$ cat src/sv/hfpd_pkg.sv
// Shared types and constants of the display-panel frame parameter decoder.
`default_nettype none
package hfpd_pkg;

  // Frame layout
  localparam int unsigned FRAME_LENGTH_DEF = 9;
  localparam logic [7:0]  HDR_FIRST        = 8'h5A;
  localparam logic [7:0]  HDR_SECOND       = 8'hA5;
  localparam int unsigned ID_HI_POS        = 4;
  localparam int unsigned ID_LO_POS        = 5;
  localparam int unsigned VALUE_POS        = 8;

  // Parameter ids
  localparam logic [15:0] ID_SPEED       = 16'h1000;
  localparam logic [15:0] ID_ANGLE       = 16'h1001;
  localparam logic [15:0] ID_REPEAT      = 16'h1002;
  localparam logic [15:0] ID_PAUSE       = 16'h1003;
  localparam logic [15:0] ID_TORQUE      = 16'h1100;
  localparam logic [15:0] ID_BUTTON      = 16'h3000;
  localparam logic [15:0] ID_BUTTON_MODE = 16'h3100;
  localparam logic [15:0] ID_MODE        = 16'h4000;

  // Command queue between front and back
  localparam int unsigned QUEUE_DEPTH = 2;

  // Run state codes
  localparam logic [2:0] RUN_IDLE    = 3'd0;
  localparam logic [2:0] RUN_RUNNING = 3'd1;
  localparam logic [2:0] RUN_PAUSED  = 3'd2;
  localparam logic [2:0] RUN_STOPPED = 3'd3;
  localparam logic [2:0] RUN_ESTOP   = 3'd4;

  // Operating mode codes
  localparam logic [1:0] MODE_IDLE    = 2'd0;
  localparam logic [1:0] MODE_ACTIVE  = 2'd1;
  localparam logic [1:0] MODE_PASSIVE = 2'd2;
  localparam logic [1:0] MODE_FORCE   = 2'd3;

  // Passive submode codes
  localparam logic [1:0] SUB_ASSIST = 2'd0;

  // Button values
  localparam logic [7:0] BTN_START    = 8'd1;
  localparam logic [7:0] BTN_PAUSE    = 8'd2;
  localparam logic [7:0] BTN_STOP     = 8'd3;
  localparam logic [7:0] BTN_IDLE     = 8'd4;
  localparam logic [7:0] BTN_ESTOP    = 8'd5;
  localparam logic [7:0] BTN_SUB_LO   = 8'd6;
  localparam logic [7:0] BTN_SUB_HI   = 8'd8;

  // Mode select values
  localparam logic [7:0] SEL_ACTIVE  = 8'd1;
  localparam logic [7:0] SEL_PASSIVE = 8'd2;
  localparam logic [7:0] SEL_FORCE   = 8'd3;

  // Reset values of the settings
  localparam logic [7:0] SPEED_RST   = 8'd1;
  localparam logic [7:0] ANGLE_RST   = 8'd1;
  localparam logic [7:0] REPEAT_RST  = 8'd10;
  localparam logic [7:0] PAUSE_RST   = 8'd1;
  localparam logic [7:0] TORQUE_RST  = 8'd10;
  localparam logic [7:0] TORQUE_BASE = 8'd8;

  typedef enum logic [3:0] {
    OP_NONE,
    OP_SPEED,
    OP_ANGLE,
    OP_REPEAT,
    OP_PAUSE,
    OP_TORQUE,
    OP_BUTTON,
    OP_BUTTON_MODE,
    OP_MODE
  } op_t;

  typedef struct packed {
    op_t        op;
    logic [7:0] value;
  } cmd_t;

  typedef struct packed {
    logic [7:0] speed_setting;
    logic [7:0] angle_limit;
    logic [7:0] repeat_setting;
    logic [7:0] pause_seconds;
    logic [7:0] torque_setting;
    logic [2:0] run_state;
    logic [1:0] operating_mode;
    logic [1:0] passive_submode;
    logic       start_pulse;
    logic       reinit_pulse;
  } result_t;

  // Map a parameter id to its command
  function automatic op_t classify_id(input logic [15:0] id);
    op_t op;
    case (id)
      ID_SPEED:       op = OP_SPEED;
      ID_ANGLE:       op = OP_ANGLE;
      ID_REPEAT:      op = OP_REPEAT;
      ID_PAUSE:       op = OP_PAUSE;
      ID_TORQUE:      op = OP_TORQUE;
      ID_BUTTON:      op = OP_BUTTON;
      ID_BUTTON_MODE: op = OP_BUTTON_MODE;
      ID_MODE:        op = OP_MODE;
      default:        op = OP_NONE;
    endcase
    return op;
  endfunction

endpackage
`default_nettype wire

$ cat src/sv/hfpd_front.sv
// Frame hunter: header match, byte position, id/value capture and command issue.
`default_nettype none
module hfpd_front #(
  parameter int unsigned FRAME_LENGTH = hfpd_pkg::FRAME_LENGTH_DEF
) (
  input  wire logic          clk,
  input  wire logic          rst_n,
  input  wire logic          byte_take,
  input  wire logic [7:0]    rx_byte,
  output hfpd_pkg::cmd_t     cmd,
  output logic               cmd_push
);
  import hfpd_pkg::*;

  localparam int unsigned PosW = $clog2(FRAME_LENGTH + 1);
  localparam logic [PosW-1:0] PosHdr2  = PosW'(1);
  localparam logic [PosW-1:0] PosBody  = PosW'(2);
  localparam logic [PosW-1:0] PosIdHi  = PosW'(ID_HI_POS);
  localparam logic [PosW-1:0] PosIdLo  = PosW'(ID_LO_POS);
  localparam logic [PosW-1:0] PosValue = PosW'(VALUE_POS);
  localparam logic [PosW-1:0] PosLast  = PosW'(FRAME_LENGTH - 1);

  logic [PosW-1:0] pos_r, pos_nxt;
  logic [7:0]      id_hi_r, id_hi_nxt;
  logic [7:0]      id_lo_r, id_lo_nxt;
  logic [7:0]      val_r, val_nxt;

  // Position tracking and field capture
  always_comb begin
    pos_nxt   = pos_r;
    id_hi_nxt = id_hi_r;
    id_lo_nxt = id_lo_r;
    val_nxt   = val_r;
    cmd_push  = 1'b0;
    cmd.op    = classify_id({id_hi_r, id_lo_r});
    cmd.value = (pos_r == PosValue) ? rx_byte : val_r;
    if (byte_take) begin
      if (pos_r == '0) begin
        if (rx_byte == HDR_FIRST) pos_nxt = PosHdr2;
      end else if (pos_r == PosHdr2) begin
        // a bad second byte goes back to the hunt, never restarts a frame
        pos_nxt = (rx_byte == HDR_SECOND) ? PosBody : '0;
      end else begin
        if (pos_r == PosIdHi)  id_hi_nxt = rx_byte;
        if (pos_r == PosIdLo)  id_lo_nxt = rx_byte;
        if (pos_r == PosValue) val_nxt   = rx_byte;
        if (pos_r == PosLast) begin
          cmd_push = 1'b1;
          pos_nxt  = '0;
        end else begin
          pos_nxt = pos_r + PosW'(1);
        end
      end
    end
  end

  always_ff @(posedge clk) begin
    if (!rst_n) begin
      pos_r <= '0;
    end else begin
      pos_r <= pos_nxt;
    end
  end

  // Captured bytes need no reset
  always_ff @(posedge clk) begin
    id_hi_r <= id_hi_nxt;
    id_lo_r <= id_lo_nxt;
    val_r   <= val_nxt;
  end

endmodule
`default_nettype wire

$ cat src/sv/hfpd_queue.sv
// Short command queue between the frame hunter and the settings unit.
`default_nettype none
module hfpd_queue (
  input  wire logic           clk,
  input  wire logic           rst_n,
  input  wire logic           push,
  input  wire hfpd_pkg::cmd_t push_data,
  output logic                full,
  input  wire logic           pop,
  output hfpd_pkg::cmd_t      pop_data,
  output logic                empty
);
  import hfpd_pkg::*;

  localparam int unsigned PtrW = $clog2(QUEUE_DEPTH);
  localparam int unsigned CntW = $clog2(QUEUE_DEPTH + 1);

  cmd_t            slots_r [QUEUE_DEPTH];
  logic [PtrW-1:0] wr_ptr_r, wr_ptr_nxt;
  logic [PtrW-1:0] rd_ptr_r, rd_ptr_nxt;
  logic [CntW-1:0] count_r, count_nxt;

  assign full     = (count_r == CntW'(QUEUE_DEPTH));
  assign empty    = (count_r == '0);
  assign pop_data = slots_r[rd_ptr_r];

  // Pointer and fill count update
  always_comb begin
    wr_ptr_nxt = wr_ptr_r;
    rd_ptr_nxt = rd_ptr_r;
    count_nxt  = count_r;
    if (push) begin
      wr_ptr_nxt = (wr_ptr_r == PtrW'(QUEUE_DEPTH - 1)) ? '0 : wr_ptr_r + PtrW'(1);
    end
    if (pop) begin
      rd_ptr_nxt = (rd_ptr_r == PtrW'(QUEUE_DEPTH - 1)) ? '0 : rd_ptr_r + PtrW'(1);
    end
    if (push && !pop) count_nxt = count_r + CntW'(1);
    else if (pop && !push) count_nxt = count_r - CntW'(1);
  end

  always_ff @(posedge clk) begin
    if (!rst_n) begin
      wr_ptr_r <= '0;
      rd_ptr_r <= '0;
      count_r  <= '0;
    end else begin
      wr_ptr_r <= wr_ptr_nxt;
      rd_ptr_r <= rd_ptr_nxt;
      count_r  <= count_nxt;
    end
  end

  always_ff @(posedge clk) begin
    if (push) slots_r[wr_ptr_r] <= push_data;
  end

endmodule
`default_nettype wire

$ cat src/sv/hfpd_back.sv
// Settings unit: applies one command per cycle unless the result is stalled, and holds the result register.
`default_nettype none
module hfpd_back (
  input  wire logic           clk,
  input  wire logic           rst_n,
  input  wire hfpd_pkg::cmd_t cmd,
  input  wire logic           cmd_empty,
  output logic                cmd_pop,
  output logic                res_valid,
  input  wire logic           res_stall,
  output hfpd_pkg::result_t   res
);
  import hfpd_pkg::*;

  logic [7:0] speed_r, speed_nxt;
  logic [7:0] angle_r, angle_nxt;
  logic [7:0] repeat_r, repeat_nxt;
  logic [7:0] pause_r, pause_nxt;
  logic [7:0] torque_r, torque_nxt;
  logic [2:0] state_r, state_nxt;
  logic [1:0] mode_r, mode_nxt;
  logic [1:0] submode_r, submode_nxt;
  logic       start_nxt, reinit_nxt;
  logic       valid_r, valid_nxt;
  result_t    res_r, res_nxt;

  logic [11:0] prod11;
  logic [10:0] half;
  logic [7:0]  v;

  assign v         = cmd.value;
  assign cmd_pop   = !cmd_empty && (!valid_r || !res_stall);
  assign res_valid = valid_r;
  assign res       = res_r;

  // value*11/2 as shifts and adds, saturated to a byte
  assign prod11 = {4'b0, v} + {1'b0, v, 3'b0} + {3'b0, v, 1'b0};
  assign half   = prod11[11:1];

  // Command decode
  always_comb begin
    speed_nxt   = speed_r;
    angle_nxt   = angle_r;
    repeat_nxt  = repeat_r;
    pause_nxt   = pause_r;
    torque_nxt  = torque_r;
    state_nxt   = state_r;
    mode_nxt    = mode_r;
    submode_nxt = submode_r;
    start_nxt   = 1'b0;
    reinit_nxt  = 1'b0;
    case (cmd.op)
      OP_SPEED:  speed_nxt  = v;
      OP_ANGLE:  angle_nxt  = (half[10:8] != 3'b0) ? 8'hFF : half[7:0];
      OP_REPEAT: repeat_nxt = v;
      OP_PAUSE:  pause_nxt  = v;
      OP_TORQUE: torque_nxt = {v[6:0], 1'b0} + TORQUE_BASE;
      OP_BUTTON, OP_BUTTON_MODE: begin
        case (v)
          BTN_START: begin
            state_nxt = RUN_RUNNING;
            start_nxt = 1'b1;
          end
          BTN_PAUSE: state_nxt = RUN_PAUSED;
          BTN_STOP:  state_nxt = RUN_STOPPED;
          BTN_IDLE:  state_nxt = RUN_IDLE;
          BTN_ESTOP: state_nxt = RUN_ESTOP;
          default: ;
        endcase
        // passive submode buttons only on the combined id
        if (cmd.op == OP_BUTTON_MODE && v >= BTN_SUB_LO && v <= BTN_SUB_HI) begin
          mode_nxt    = MODE_PASSIVE;
          submode_nxt = 2'(v - BTN_SUB_LO);
        end
      end
      OP_MODE: begin
        case (v)
          SEL_ACTIVE: begin
            mode_nxt   = MODE_ACTIVE;
            reinit_nxt = 1'b1;
          end
          SEL_PASSIVE: begin
            mode_nxt   = MODE_PASSIVE;
            reinit_nxt = 1'b1;
          end
          SEL_FORCE: mode_nxt = MODE_FORCE;
          default: ;
        endcase
      end
      default: ;
    endcase
  end

  // Output register control
  always_comb begin
    valid_nxt = valid_r;
    res_nxt   = res_r;
    if (cmd_pop) begin
      valid_nxt               = 1'b1;
      res_nxt.speed_setting   = speed_nxt;
      res_nxt.angle_limit     = angle_nxt;
      res_nxt.repeat_setting  = repeat_nxt;
      res_nxt.pause_seconds   = pause_nxt;
      res_nxt.torque_setting  = torque_nxt;
      res_nxt.run_state       = state_nxt;
      res_nxt.operating_mode  = mode_nxt;
      res_nxt.passive_submode = submode_nxt;
      res_nxt.start_pulse     = start_nxt;
      res_nxt.reinit_pulse    = reinit_nxt;
    end else if (!res_stall) begin
      valid_nxt = 1'b0;
    end
  end

  always_ff @(posedge clk) begin
    if (!rst_n) begin
      speed_r   <= SPEED_RST;
      angle_r   <= ANGLE_RST;
      repeat_r  <= REPEAT_RST;
      pause_r   <= PAUSE_RST;
      torque_r  <= TORQUE_RST;
      state_r   <= RUN_RUNNING;
      mode_r    <= MODE_ACTIVE;
      submode_r <= SUB_ASSIST;
      valid_r   <= 1'b0;
    end else begin
      if (cmd_pop) begin
        speed_r   <= speed_nxt;
        angle_r   <= angle_nxt;
        repeat_r  <= repeat_nxt;
        pause_r   <= pause_nxt;
        torque_r  <= torque_nxt;
        state_r   <= state_nxt;
        mode_r    <= mode_nxt;
        submode_r <= submode_nxt;
      end
      valid_r <= valid_nxt;
    end
  end

  // Result payload needs no reset
  always_ff @(posedge clk) begin
    res_r <= res_nxt;
  end

endmodule
`default_nettype wire

$ cat src/sv/hmi_frame_parameter_decoder.sv
// Top level of the display-panel serial frame parameter decoder.
//
//   channel  direction  handshake         payload
//   in       input      in_valid/in_stall   in_rx_byte
//   out      output     out_valid/out_stall out_speed_setting .. out_reinit_pulse
//
// One byte per clock is taken while the two-entry command queue has room.
// A completed frame leaves the front in the cycle of its last byte, is queued,
// then applied by the settings unit and shown from its result register.
// Reset (rst_n low, synchronous) returns to the header hunt and loads the
// default settings. in_stall rises only when the queue is full, which needs
// out_stall held across whole frames.
`default_nettype none
module hmi_frame_parameter_decoder #(
  parameter int unsigned FRAME_LENGTH = hfpd_pkg::FRAME_LENGTH_DEF
) (
  input  wire logic       clk,
  input  wire logic       rst_n,
  input  wire logic       in_valid,
  output logic            in_stall,
  input  wire logic [7:0] in_rx_byte,
  output logic            out_valid,
  input  wire logic       out_stall,
  output logic [7:0]      out_speed_setting,
  output logic [7:0]      out_angle_limit,
  output logic [7:0]      out_repeat_setting,
  output logic [7:0]      out_pause_seconds,
  output logic [7:0]      out_torque_setting,
  output logic [2:0]      out_run_state,
  output logic [1:0]      out_operating_mode,
  output logic [1:0]      out_passive_submode,
  output logic            out_start_pulse,
  output logic            out_reinit_pulse
);
  import hfpd_pkg::*;

  cmd_t    front_cmd, queue_cmd;
  logic    front_push, queue_full, queue_empty, queue_pop;
  result_t res;

  assign in_stall = queue_full;

  hfpd_front #(
    .FRAME_LENGTH(FRAME_LENGTH)
  ) u_front (
    .clk      (clk),
    .rst_n    (rst_n),
    .byte_take(in_valid && !queue_full),
    .rx_byte  (in_rx_byte),
    .cmd      (front_cmd),
    .cmd_push (front_push)
  );

  hfpd_queue u_queue (
    .clk      (clk),
    .rst_n    (rst_n),
    .push     (front_push),
    .push_data(front_cmd),
    .full     (queue_full),
    .pop      (queue_pop),
    .pop_data (queue_cmd),
    .empty    (queue_empty)
  );

  hfpd_back u_back (
    .clk      (clk),
    .rst_n    (rst_n),
    .cmd      (queue_cmd),
    .cmd_empty(queue_empty),
    .cmd_pop  (queue_pop),
    .res_valid(out_valid),
    .res_stall(out_stall),
    .res      (res)
  );

  // Result fields
  assign out_speed_setting   = res.speed_setting;
  assign out_angle_limit     = res.angle_limit;
  assign out_repeat_setting  = res.repeat_setting;
  assign out_pause_seconds   = res.pause_seconds;
  assign out_torque_setting  = res.torque_setting;
  assign out_run_state       = res.run_state;
  assign out_operating_mode  = res.operating_mode;
  assign out_passive_submode = res.passive_submode;
  assign out_start_pulse     = res.start_pulse;
  assign out_reinit_pulse    = res.reinit_pulse;

endmodule
`default_nettype wire
$ cat config.mk
export PLATFORM = sky130hd
export DESIGN_NAME = hmi_frame_parameter_decoder
export DESIGN_NICKNAME = d
export VERILOG_FILES = /design/src/sv/hfpd_pkg.sv /design/src/sv/hfpd_front.sv /design/src/sv/hfpd_queue.sv /design/src/sv/hfpd_back.sv /design/src/sv/hmi_frame_parameter_decoder.sv
export SDC_FILE = /design/constraint.sdc
export NUM_CORES = 1
export LEC_CHECK = 0
export BUFFER_PORTS_ARGS = -buffer_cell sky130_fd_sc_hd__buf_2
export CAP_MARGIN = 20
export CORE_MARGIN = 4
export CORE_UTILIZATION = 65
export CTS_BUF_LIST = sky130_fd_sc_hd__clkbuf_4 sky130_fd_sc_hd__clkbuf_8
export CTS_CLUSTER_SIZE = 16
export DETAILED_ROUTE_END_ITERATION = 12
export HOLD_SLACK_MARGIN = 0.02
export PLACE_DENSITY = 0.89
export SYNTH_ARGS = -nofsm -noshare
export SYNTH_HDL_FRONTEND = slang
export SYNTH_SLANG_ARGS = --single-unit
$ cat constraint.sdc
create_clock -name clk -period 6.3 [get_ports clk]
set_input_delay 0 -clock clk [delete_from_list [all_inputs] [get_ports clk]]
set_output_delay 0 -clock clk [all_outputs]
set_load 0.01 [all_outputs]
After elaboration in Yosys (flattened, before gate mapping):

Memories as Yosys holds them, arrays and structs flattened. A register that Yosys moved wholly into a read port is not among the register bits.
Index checks and enable logic that the tools add are counted.
Widths: inputs -> output; s select.

* divide/modulo/power cells: 0
* bitwise logic cells: 2
* $add $sub $neg: 9
* magnitude comparators: 2
* multipliers: 0
* multiplexer cells: 36
* reduce and logical (&&, ||, !) cells: 23
* shift-type cells: 0
* equal/unequal tests: 30

Operator list (number)
* $eq 16x13->1 const B: 5
* $mux 8: 7
* $eq 16x14->1 const B: 2
* $pmux 4 s8: 1
* $eq 4x3->1 const B: 6
* $eq 16x15->1 const B: 1
* $eq 8x2->1 const B: 2
* $eq 8x3->1 const B: 2
* $mux 4: 4
* $pmux 3 s5: 1
* $mux 1: 14
* $add 12x9->12: 1
* $add 8x11->12: 1
* $mux 2: 6
* $add 8x4->8 const B: 1
* $eq 4x1->1 const B: 2
* $eq 4x2->1 const B: 2
* $eq 4x4->1 const B: 2
* $eq 8x1->1 const B: 1
* $eq 8x7->1 const B: 1
* $eq 8x8->1 const B: 1
* $ge 8x3->1 const B: 1
* $le 8x4->1 const B: 1
* $reduce_and 4->1: 2
* other kinds (22): 35

* memory bits (writable): 24
* memory bits (read-only): 0
* output and inout port bits: 51
* flip-flop bits (word level): 129
* memories: 1
* bits of input ports: 12
* bits in latches: 0

Memories
* u_queue.slots_r: depth 2, bits a word 12, read ports 1, clocked after memory_dff 1, write ports 1, RTL line hfpd_queue.sv:18 `cmd_t slots_r [QUEUE_DEPTH];`

Logic depth before layout (Yosys ltp):

Gate-level depths: netlist of run 1.

* depth after elaboration: 9
* depth in mapped cells: 15
* gate-level depth less buffers: 11

Cells and area by module:

From an unflattened synthesis of run 1, not the netlist that was laid out.

* cells, all modules: 589
* area total of the unflattened synthesis: 7025.5 sq um

Modules (own cells, without submodules)
* hfpd_back: times used 1, cells each 433, area each 4652.0 sq um, seq. area each 2432.3 sq um
* hfpd_front: times used 1, cells each 96, area each 1280.0 sq um, seq. area each 800.8 sq um
* hfpd_queue: times used 1, cells each 59, area each 1079.8 sq um, seq. area each 820.8 sq um
* hmi_frame_parameter_decoder: times used 1, cells each 1, area each 13.8 sq um, seq. area each 0.0 sq um

Least setup slack after synthesis of run 1:

OpenSTA, ideal clock, no wires.

* path type: register to register
* start point: register with a tool-made name
* end point: register u_back.res_r, in the netlist u_back.res[39], data pin
* setup slack: 2423 ps
* period minus slack after synthesis: 3877 ps
* arrival: 3603 ps
* buffers on the path: 4
* library setup time: 274 ps
* cell stages (with the launch flop): 15
* cells stage by stage: dfxtp_1 buf_6 buf_6 buf_6 mux2i_1 inv_1 fa_1 inv_1 fa_1 nand2b_1 a211oi_1 o211ai_1 a2111oi_4 buf_4 a31oi_1

RTL lines
* end signal: assignment: RTL line hfpd_back.sv:143 `res_r <= res_nxt;`
* end: declaration: RTL line hfpd_back.sv:25 `result_t res_r, res_nxt;`

==> results.md, run 1 <==
* Post-synth EDFFs at 97
* Maximum fanout along the worst path at 27
* Util after Layout at roughly 75%
* Leading register cell type out of synthesis: edfxtp_1
* First-pass GRT wire length at roughly 26000 µm
* Critical Path End: u_back.res[40]$_DFFE_PP_
* Yosys synthesis warning count at 0
* Initial Util at 66.7%
* Most frequent cells in the layout: edfxtp_1, buf_2, nand2_1, nor2_1, dfxtp_1
* Setup slack, reg-to-reg at 1.59 ns
* Worst endpoint data arrival time at ~5 ns
* Total vias in the final route at 5361
* CTS root buf: clkbuf_8
* Final Skew at between 0.01 and 0.015 ns
* Clock latency of the later-clocked register in the worst-skew pair at approximately 0.46 ns
* Total GRT Usage at 25.5%
* Die boundary width at approximately 110 µm
* Total power density per cell area at approximately 380 nW/µm²
* CTS sink count at approximately 150
* R2R Path End: u_back.res[40]$_DFFE_PP_
* Crit-path slowest cell: a2111oi_4
* Initial antenna violation count at 0
* Number of global-route vias before repair at ~5300
* DPL Wire Length at approximately 11000 µm
* DRC Markers at 0
* H-tree levels at 4
* Post-synthesis net count at ~690
* Share of flip-flops with an asynchronous set or reset at 0%
* Pin count of the biggest net entering global routing at 64
* Top-level I/O count at 63
* Library cells used by synthesis at 70
* CP Data Required Time at between 6 and 7 ns
* Normalized max-slew margin at between 40 and 50%
* TritonCTS clock tree: done
* Setup Viol. Count Final at 0
* Via-per-instance ratio at ~6
* Share of the clock period used by the worst path at between 70% and 80%
* Upper clock frequency limit at approximately 0.21 GHz
* Initial detailed-routing violation count at between 300 and 400
* Average size of a mapped cell at approximately 11 µm²
* Final number of hold-violating endpoints at 0
* Weighted congestion reported at the end of routability-driven placement at between 1 and 1.5
* Run status: completed
* Max stage delay on crit path at about 0.76 ns
* Post-detailed-routing wire length at between 15000 and 20000 µm
* Cell-by-cell listing of the critical path: buf_4, mux2i_1, inv_1, fa_1, inv_1, fa_1, nand2b_1, a211oi_1, o211ai_1, a2111oi_4, a31oi_1
* Clock buffer depth at 2
* Max-slew violation count at 0
* Cell area after layout at between 8000 and 9000 µm²
* Leakage power summed over all cells at roughly 3.3 nW
* Peak supply drop at between 0.0004 and 0.0005 V
* Critical Setup Path Class: flip-flop to flip-flop
* Count of antenna diodes in the layout at 0
* Final critical-path required period at around 4.7 ns
* Nature of the critical path startpoint: flip-flop
* Depth of the worst register-to-register path at 11
* Gate count after technology mapping at 653
* Most common cell after layout, fill and taps aside: edfxtp_1
* Relative area change from synthesis to final layout at 12.8%
* Synthesized flop and latch total at between 150 and 200
* Crit end category: flip-flop
* RSZ-0062 raised after global routing: no
* Standard cell core area at ~11000 µm²
* Number of rows created at floorplan at 38
* Total design power at slightly above 3 mW
* Fraction of layout instances using a drive strength above 1 at between 10% and 20%
* Number of cells after detailed placement at between 800 and 900
* Count of non-filler cells in the finished layout at slightly below 900
* Clock-pin slew on the worst setup and hold paths at ~0.090 ns
* Post-Place Cell Area at roughly 7700 µm²
* Number of input and output port buffers inserted at 62
* Hold Crit Class: primary input to flip-flop
* Drt first pass iters at 5
* Total clock buffers created by CTS at 17
* NumNets Final at roughly 770
* Post-synthesis instance area at approximately 7300 µm²
* Count of max-cap constraint violations at 0
* Antenna Violating Nets Remaining at 0
* Tightest Pin Transition at ~0.83 ns
* Aggregate global routing overflow at 0
* Total Neg Setup Slack at 0 ns
* Routed length per instance at roughly 18 µm
* Die Outline Area at around 13000 µm²
* Floorplan die height at between 100 and 150 µm
* Share of synthesized area occupied by flip-flops and latches at between 50 and 60%
-- state kept, by name, summed over array words and instances (netlist names), named ones only --
signal and count:
u_queue.rd_ptr_r 1, u_front.pos_r 4, u_queue.wr_ptr_r 1, u_back.submode_r 2, u_front.id_hi_r 8, u_back.state_r 3, u_back.speed_r 8, u_queue.count_r 2
u_back.angle_r 8, u_back.pause_r 8, u_front.val_r 8, u_back.mode_r 2, u_queue.slots_r 24, u_back.res 49, u_back.torque_r 8, u_back.res_valid 1
u_front.id_lo_r 8, u_back.repeat_r 8
-- layer usage --
layer / up-vias / GRT usage, % / share of wire, %
met5: - / 0 / 0
met4: 0 / 11.4 / 2.8
met3: 48 / 5.57 / 6.7
met2: 230 / 45.0 / 52
met1: 2579 / 29.9 / 38
li1: 2504 / - / -
-- worst min path at each step --
| stage | from | endpoint | slack [ns] | cells after the start |
|---|---|---|---|---|
| global placement | in_rx_byte[7] | u_front.id_hi_r[7]$_DFFE_PP_ | 0.24 | 1 |
| global route | in_valid | u_front.pos_r[0]$_SDFFE_PN0P_ | 0.21 | 4 |
| detailed placement | in_rx_byte[7] | u_front.id_lo_r[7]$_DFFE_PP_ | 0.24 | 1 |
| CTS | in_valid | u_front.pos_r[0]$_SDFFE_PN0P_ | 0.14 | 4 |
| floorplan | in_rx_byte[0] | u_front.id_hi_r[0]$_DFFE_PP_ | 0.1 | 0 |
| finish | in_valid | u_front.pos_r[0]$_SDFFE_PN0P_ | 0.15 | 4 |
-- worst max-delay path: cells and delay by family, from the launching register on --
kind	cells	cell delay [ns]
AOI/OAI and AO/OA	4	1.56
adders and majority gates	2	1.05
buffers and inverters	3	0.66
DFF	1	0.32
muxes	1	0.63
and+or+nand+nor	1	0.18
-- cell usage after synthesis (2+ instances only) --
master    number  area share [%]
nand2b_1       9            0.78
buf_6          4            0.62
and3_1         3            0.26
nand3_1       11            0.76
dfxtp_1       57              16
ha_1          22             3.8
mux2_2        12             1.9
and2_1         9            0.78
buf_2          4            0.28
xor2_1         5            0.60
o21a_1        18             1.9
a31oi_1       12             1.0
o21ai_1        3            0.21
xnor2_1        7            0.84
o221ai_1       2            0.24
a211oi_1       7            0.72
o21ai_0       36             2.5
edfxtp_1      97              40
nor4b_1        2            0.24
nor3b_1        3            0.31
clkbuf_1      19            0.98
and3b_1        2            0.24
a21o_1         6            0.62
inv_2          3            0.16
o21bai_1       5            0.52
nor4bb_1       4            0.55
a211o_1        5            0.60
inv_1         42             2.2
or3_1          2            0.17
nor2_1        57             2.9
o22ai_1        5            0.43
nor3_1        12            0.83
fa_1           6             1.7
a21oi_1       31             2.1
mux2i_1       19             2.6
nand2_1       61             3.2
o41ai_1        2            0.24
nor4_1         4            0.34
o211ai_1       7            0.72
o31a_1         2            0.24
mux2i_4        2            0.62
nor2b_1        6            0.52
-- layout make-up --
class / instances / area, µm²
clock inverters: 12 / 148
well taps: 140 / 175
clock buffers: 20 / 263
inverters: 46 / 178
flip-flops and latches: 154 / 4050
multi-input cells: 425 / 2890
fillers: 663 / 2700
repair buffers: 81 / 478
-- power breakdown --
group | switching (mW) | leakage, nW | total [mW] | internal, mW
clock network | 0.359 | 0.212 | 0.769 | 0.409
registers | 0.0454 | 1.36 | 1.29 | 1.24
logic | 0.704 | 1.69 | 1.05 | 0.348
-- logic make-up (layout without fill, tap and decap cells) --
group / after synthesis / count (layout) / synth area share, %
compound gates: 156 / 156 / 14.3
xor+xnor: 12 / 12 / 1.45
fa+ha+maj: 28 / 28 / 5.45
buf+inv: 74 / 159 / 4.43
flops: 154 / 154 / 55.9
mux: 34 / 34 / 5.29
simple gates: 195 / 195 / 13.2
-- metrics by stage --
step                setup slack [ns]  hold WS [ns]
finish                          1.59         0.148
global route                    1.43         0.205
global placement                2.06         0.239
CTS                             1.77         0.136
detailed placement              1.78         0.238
floorplan                       2.42        0.0989
-- what timing repair did --
| action | in CTS | in global routing |
|---|---|---|
| hold buffers | 10 | 0 |
| hold endpoints to repair | 55 | 0 |
| setup buffers | 0 | 0 |
| resized for setup | 0 | 0 |
(Power assumes the default switching activity.)
==> run 2, diff against run 1 <==
--- a/config.mk
+++ b/config.mk
@@ -5,15 +5,16 @@
 export SDC_FILE = /design/constraint.sdc
 export NUM_CORES = 1
 export LEC_CHECK = 0
+export ABC_AREA = 1
 export BUFFER_PORTS_ARGS = -buffer_cell sky130_fd_sc_hd__buf_2
 export CAP_MARGIN = 20
 export CORE_MARGIN = 4
-export CORE_UTILIZATION = 65
+export CORE_UTILIZATION = 62
 export CTS_BUF_LIST = sky130_fd_sc_hd__clkbuf_4 sky130_fd_sc_hd__clkbuf_8
 export CTS_CLUSTER_SIZE = 16
 export DETAILED_ROUTE_END_ITERATION = 12
 export HOLD_SLACK_MARGIN = 0.02
-export PLACE_DENSITY = 0.89
+export PLACE_DENSITY = 0.85
 export SYNTH_ARGS = -nofsm -noshare
 export SYNTH_HDL_FRONTEND = slang
 export SYNTH_SLANG_ARGS = --single-unit
==> constraint.sdc (replaced) <==
create_clock -name clk -period 4.6 [get_ports clk]
set_input_delay 0 -clock clk [delete_from_list [all_inputs] [get_ports clk]]
set_output_delay 0 -clock clk [all_outputs]
set_load 0.01 [all_outputs]
==> results.md, run 2 <==
* Routed length per instance at 14.0 µm
* Worst hold slack at around 0.16 ns
* Maximum fanout along the worst path at 17
* Count of antenna diodes in the layout at 0
* Standard cell core area at about 11000 µm²
* Combined buffer and inverter count along the critical path at 4
* Pin count of the biggest net entering global routing at 46
* Clock buffer depth at 2
* Most instantiated cells after synthesis: nand2_1, inv_1, edfxtp_1
* Cell-by-cell listing of the critical path: inv_2, or2_2, o21a_1, fa_1, inv_1, fa_1, inv_1, nand3_1, nand2_1, nand3_1, nand2_1, nand2_1, nand2_1, nand3_1, nand2_1, inv_1
* Initial Util at 63.7%
* Total GRT Usage at 22.3%
* Number of input and output port buffers inserted at slightly above 60
* CTS root buf: clkbuf_8
* Cell with the most instances after synthesis: nand2_1
* Normalized max-slew margin at roughly a third
* Library cells used by synthesis at 41
* Critical Setup Path Class: flip-flop to flip-flop
* Synthesized flop and latch total at 154
* Nature of the critical path startpoint: flip-flop
* CTS sink count at around 150
* Area of all sequential standard cells at between 4000 and 5000 µm²
* Hold Crit Class: primary input to flip-flop
* Peak supply drop at 0.000461 V
* NumNets Final at ~910
* Upper clock frequency limit at ~0.26 GHz
* Aggregate global routing overflow at 0
* Drt first pass iters at 6
* Run status: completed
* Total Neg Setup Slack at 0 ns
* Final number of hold-violating endpoints at 0
* Floorplan die height at ~120 µm
* CP top delay family: simple AND/OR/NAND/NOR gates
* DRC Markers at 0
* Post-detailed-routing wire length at 14400 µm
* Antenna Violating Nets Remaining at 0
* Share of synthesized area occupied by flip-flops and latches at between 50 and 60%
* Yosys synthesis warning count at 0
* Leakage power summed over all cells at between 3 and 4 nW
* Post-Place Cell Area at 7690 µm²
* Count of max-cap constraint violations at 0
* Number of flip-flops in the largest register at approximately 50
* Area of the multi-input gates at 2630 µm²
* CP Data Required Time at between 4 and 5 ns
* Share of flip-flops with an asynchronous set or reset at 0%
* Clock-pin slew on the worst setup and hold paths at 0.08 ns
* Weighted congestion reported at the end of routability-driven placement at around 0.9
* Worst endpoint data arrival time at 4.03 ns
* Fraction of layout instances using a drive strength above 1 at between 10% and 20%
* Average size of a mapped cell at just over 9 µm²
* H-tree levels at 4
* RSZ-0062 raised after global routing: no
* Share of the clock period used by the worst path at between 80 and 90%
* Die Outline Area at about 14000 µm²
* TritonCTS clock tree: done
* Leading register cell type out of synthesis: edfxtp_1
* Number of global-route vias before repair at approximately 5000
* Post-synth EDFFs at just under 100
* Filler instances at approximately 820
* Gate count after technology mapping at between 800 and 900
* Crit end category: flip-flop
* DPL Wire Length at 9720 µm
* Total power density per cell area at 693 nW/µm²
* Tightest Pin Transition at 1.00 ns
* Area contributors post-synth: edfxtp_1, dfxtp_1, nand2_1
* Initial detailed-routing violation count at 354
* Relative area change from synthesis to final layout at 11.7%
* Crit-path slowest cell: dfxtp_1
* First-pass GRT wire length at approximately 23000 µm
* Final critical-path required period at 3.80 ns
* CP dominant cell by count: nand2_1
* Post-synthesis instance area at about 7300 µm²
* Max stage delay on crit path at roughly 0.7 ns
* Die boundary width at approximately 120 µm
* Count of buffers added by post-CTS timing repair for setup at 0
* Number of rows created at floorplan at 39
* Setup Viol. Count Final at 0
* Max-slew violation count at 0
* Clock latency of the later-clocked register in the worst-skew pair at 0.47 ns
* Fraction of post-synthesis cell area in the top cell type by area at about two fifths
* Most common cell after layout, fill and taps aside: nand2_1
* Total vias in the final route at roughly 5400
* Cell taking the most area after synthesis: edfxtp_1
* Initial antenna violation count at 0
* Top-level I/O count at 63
* Via-per-instance ratio at 5.28
* Final Skew at ~0.012 ns
* Cell area after layout at 8170 µm²
* Post-synthesis net count at about 840
* Total clock buffers created by CTS at 17
* Most frequent cells in the layout: nand2_1, inv_1, edfxtp_1, nor2_1, buf_2
## run 2: cell count changes after synthesis, sizes merged, moves of 11 or more
| cell | before | now |
|---|---|---|
| nand2 | 61 | 172 |
| mux2 | 12 | 0 |
| a21oi | 31 | 50 |
| nand3 | 11 | 34 |
| nor2 | 58 | 72 |
| o21a | 18 | 1 |
| o21ai | 39 | 88 |
| mux2i | 22 | 0 |
| inv | 45 | 130 |
| a31oi | 12 | 1 |
## run 2: final cells by class
cell class                 count  area share [%]
clock buffer                  17            2.87
inverter                     130            5.98
clock inverter                15            1.72
timing repair buffer          76            5.36
multi-input combinational    495            32.2
tap                          143            2.19
sequential                   154            49.6
## run 2: worst paths after layout
path                                    from                               to  slack [ns]  depth (start not counted)
min                                 in_valid     u_front.id_lo_r[3]$_DFFE_PP_        0.16                          3
max reg2reg                        flip-flop         u_back.res[36]$_DFFE_PP_        0.80                         16
min reg2reg  u_back.torque_r[4]$_SDFFE_PN0P_  u_back.torque_r[4]$_SDFFE_PN0P_        0.46                          2
max                                flip-flop         u_back.res[36]$_DFFE_PP_        0.80                         16
## run 2: kinds of logic after synthesis
group	share of synthesized area (%)
simple gates	18.7
buf+inv	8.56
compound gates	10.9
flops	55.5
xor+xnor	0.959
fa+ha+maj	5.41
## run 2: power by group
| part | switching, mW | internal, mW | leakage, nW |
|---|---|---|---|
| Clock | 0.528 | 0.436 | 0.185 |
| Combinational | 1.69 | 0.835 | 2.14 |
| Sequential | 0.152 | 2.01 | 1.37 |
## run 2: stage by stage
stage | total power [mW] | util [%] | instances | setup slack, ns
2_1_floorplan | 4.06 | - | 803 | 1.50
3_3_place_gp | 4.62 | 67.0 | 987 | 0.909
3_5_place_dp | 4.68 | 67.0 | 987 | 0.823
4_1_cts | 5.67 | 71.2 | 1029 | 0.780
5_1_grt | 6.14 | 71.2 | 1030 | 0.411
6_report | 5.66 | 71.2 | 1030 | 0.799
## run 2: repair_timing
item | in CTS | in global routing
resized for setup | 0 | 0
hold buffers | 10 | 0
endpoints found under the setup margin | 0 | 0
endpoints found under the hold margin | 48 | 0
## run 2: per-layer routing
layer / share of wire (%) / up-vias / GRT usage (%)
li1: - / 2782 / -
met4: 1.4 / 0 / 7.95
met3: 7.2 / 18 / 6.68
met2: 48 / 191 / 36.5
met5: 0 / - / 0
met1: 43 / 2445 / 28.4
## run 2: worst register-to-register path: stages, from the launching register on
cell and delay [ns]:
dfxtp_1 0.70, inv_2 0.25, or2_2 0.33, o21a_1 0.25, fa_1 0.57, inv_1 0.07, fa_1 0.40, inv_1 0.09
nand3_1 0.07, nand2_1 0.11, nand3_1 0.10, nand2_1 0.08, nand2_1 0.04, nand2_1 0.25, nand3_1 0.12, nand2_1 0.10
inv_1 0.04
==> run 3, diff against run 2 <==
--- a/config.mk
+++ b/config.mk
@@ -9,12 +9,12 @@
 export BUFFER_PORTS_ARGS = -buffer_cell sky130_fd_sc_hd__buf_2
 export CAP_MARGIN = 20
 export CORE_MARGIN = 4
-export CORE_UTILIZATION = 62
+export CORE_UTILIZATION = 56
 export CTS_BUF_LIST = sky130_fd_sc_hd__clkbuf_4 sky130_fd_sc_hd__clkbuf_8
 export CTS_CLUSTER_SIZE = 16
 export DETAILED_ROUTE_END_ITERATION = 12
 export HOLD_SLACK_MARGIN = 0.02
-export PLACE_DENSITY = 0.85
+export PLACE_DENSITY = 0.82
 export SYNTH_ARGS = -nofsm -noshare
 export SYNTH_HDL_FRONTEND = slang
 export SYNTH_SLANG_ARGS = --single-unit
==> constraint.sdc (replaced) <==
create_clock -name clk -period 3.2 [get_ports clk]
set_input_delay 0 -clock clk [delete_from_list [all_inputs] [get_ports clk]]
set_output_delay 0 -clock clk [all_outputs]
set_load 0.01 [all_outputs]
==> results.md, run 3 (synthesis results as in run 2) <==
* Final number of hold-violating endpoints at 0
* Run status: completed
* Max stage delay on crit path at 0.55 ns
* CP Data Required Time at around 3.4 ns
* First-pass GRT wire length at approximately 24000 µm
* RSZ-0062 raised after global routing: no
* Critical Path End: u_back.res[35]$_DFFE_PP_
* Peak supply drop at 0.000598 V
* Count of antenna diodes in the layout at 0
* Standard cell core area at approximately 13000 µm²
* Worst endpoint data arrival time at 3.17 ns
* DRC Markers at 0
* Post-detailed-routing wire length at approximately 14000 µm
* Drt first pass iters at 5
* Max-slew violation count at 0
* Relative area change from synthesis to final layout at 14.9%
* Clock latency of the later-clocked register in the worst-skew pair at approximately 0.46 ns
* R2R Path End: u_back.res[35]$_DFFE_PP_
* Upper clock frequency limit at between 0.3 and 0.4 GHz
* Number of input and output port buffers inserted at a little over 60
* Number of rows created at floorplan at ~40
* Final critical-path required period at between 2 and 3 ns
* NumNets Final at between 900 and 1000
* Nature of the critical path startpoint: flip-flop
* Most common cell after layout, fill and taps aside: nand2_1
* Die boundary width at between 100 and 150 µm
* Initial antenna violation count at 0
* DPL Wire Length at 10200 µm
* Critical Setup Path Class: flip-flop to flip-flop
* CTS sink count at ~150
* Cell-by-cell listing of the critical path: inv_2, nand2_1, o21ai_4, inv_1, fa_1, inv_1, ha_1, nand2_1, nand2_1, a21oi_2, nand2_1, nand2_1, nand2_1, nor2_4, nand3_1, nand2_1, inv_1
* Hold Crit Class: primary input to flip-flop
* CTS root buf: clkbuf_8
* Number of global-route vias before repair at just over 5000
* Crit-path slowest cell: fa_1
* Total vias in the final route at between 5000 and 6000
* Weighted congestion reported at the end of routability-driven placement at 0.917
* Crit end category: flip-flop
* Most frequent cells in the layout: nand2_1, inv_1, edfxtp_1, nor2_1, buf_2
* Via-per-instance ratio at ~5.1
* Fraction of layout instances using a drive strength above 1 at around 18%
* Clock-pin slew on the worst setup and hold paths at roughly 0.09 ns
* Final Skew at between 0.01 and 0.015 ns
* Initial detailed-routing violation count at around 460
* Setup slack, reg-to-reg at roughly 0.25 ns
* Normalized max-slew margin at between 50% and 60%
* Filler instances at between 1000 and 1500
* Routed length per instance at about 13 µm
* Setup Viol. Count Final at 0
* H-tree levels at 4
* Tightest Pin Transition at approximately 0.72 ns
* Cell area after layout at approximately 8400 µm²
* Die Outline Area at around 15000 µm²
* Pin count of the biggest net entering global routing at between 50 and 60
* Leakage power summed over all cells at ~3.8 nW
* Depth of the worst register-to-register path at 17
* Share of the clock period used by the worst path at between 90% and 100%
* Total GRT Usage at between 20% and 30%
* Total Neg Setup Slack at 0 ns
* Top-level I/O count at 63
* Post-Place Cell Area at between 7000 and 8000 µm²
* Floorplan die height at about 120 µm
* Maximum fanout along the worst path at 5
* Total clock buffers created by CTS at 17
* Antenna Violating Nets Remaining at 0
* Clock buffer depth at 2
* Aggregate global routing overflow at 0
* Count of max-cap constraint violations at 0
* TritonCTS clock tree: done
* Total power density per cell area at 1010 nW/µm²
* CP dominant cell by count: nand2_1
* Number of flip-flops in the largest register at just under 50
* Initial Util at 57.4%
## run 3: cell types whose count changed in the layout (fill, tap and decap cells not counted), moves of 2 or more
cell / previous run / this run
clkinvlp_4: 3 / 1
buf_4: 3 / 19
inv_8: 1 / 4
clkinv_2: 3 / 1
ha_1: 22 / 20
nor2_4: 3 / 5
ha_2: 0 / 2
## run 3: report_power, final
group / switching, mW / internal (mW) / leakage, nW / total [mW]
combinational: 2.54 / 1.34 / 2.22 / 3.89
clock: 0.781 / 0.724 / 0.209 / 1.51
sequential: 0.191 / 2.89 / 1.37 / 3.08
total: 3.51 / 4.96 / 3.79 / 8.47
## run 3: worst min-delay path by stage
stage | startpoint | endpoint | slack [ns] | cells after the start
6_report | in_valid | u_front.pos_r[0]$_SDFFE_PN0P_ | 0.19 | 4
3_3_place_gp | in_rx_byte[4] | u_front.id_lo_r[4]$_DFFE_PP_ | 0.22 | 1
3_5_place_dp | in_rx_byte[1] | u_front.id_hi_r[1]$_DFFE_PP_ | 0.22 | 1
4_1_cts | in_valid | u_front.pos_r[0]$_SDFFE_PN0P_ | 0.13 | 4
5_1_grt | in_valid | u_front.pos_r[0]$_SDFFE_PN0P_ | 0.25 | 4
2_1_floorplan | in_rx_byte[0] | u_front.id_hi_r[0]$_DFFE_PP_ | 0.1 | 0
## run 3: timing repair
| item | CTS | global route |
|---|---|---|
| setup endpoints to repair | 0 | 16 |
| endpoints found under the hold margin | 47 | 0 |
| buffers inserted | 0 | 0 |
| hold buffers | 10 | 0 |
| resized for setup | 0 | 9 |
## run 3: worst max-delay path: cells and delay by family, from the launching register on
family	cells	cell delay [ns]
AOI/OAI and AO/OA	2	0.24
and+or+nand+nor	9	0.88
adders and majority gates	2	0.89
buffers and inverters	4	0.34
DFF	1	0.34
## run 3: cell type report
| class | count | area, µm² | share of cell area (%) |
|---|---|---|---|
| Sequential cell | 154 | 4060 | 48.3 |
| Clock inverter | 15 | 179 | 2.13 |
| Tap cell | 172 | 215 | 2.56 |
| Timing Repair Buffer | 92 | 564 | 6.72 |
| Inverter | 130 | 488 | 5.81 |
| Multi-Input combinational cell | 496 | 2660 | 31.7 |
| Clock buffer | 17 | 234 | 2.79 |
## run 3: metal layers
layer / GRT usage, % / routed length (µm)
met4: 6.65 / 255
met2: 33.0 / 6750
met3: 5.48 / 789
met1: 26.6 / 6680
met5: 0 / 0
## run 3: through the flow
stage	power [mW]	worst slack [ns]	cells	util, %	hold WS, ns
6_report	8.47	0.251	1076	66.0	0.194
5_1_grt	9.14	0.0238	1076	66.0	0.254
4_1_cts	8.37	0.109	1075	65.7	0.131
3_5_place_dp	6.84	0.128	1033	61.7	0.220
3_3_place_gp	6.75	0.210	1033	61.7	0.218
2_1_floorplan	5.84	0.0952	803	-	0.0989
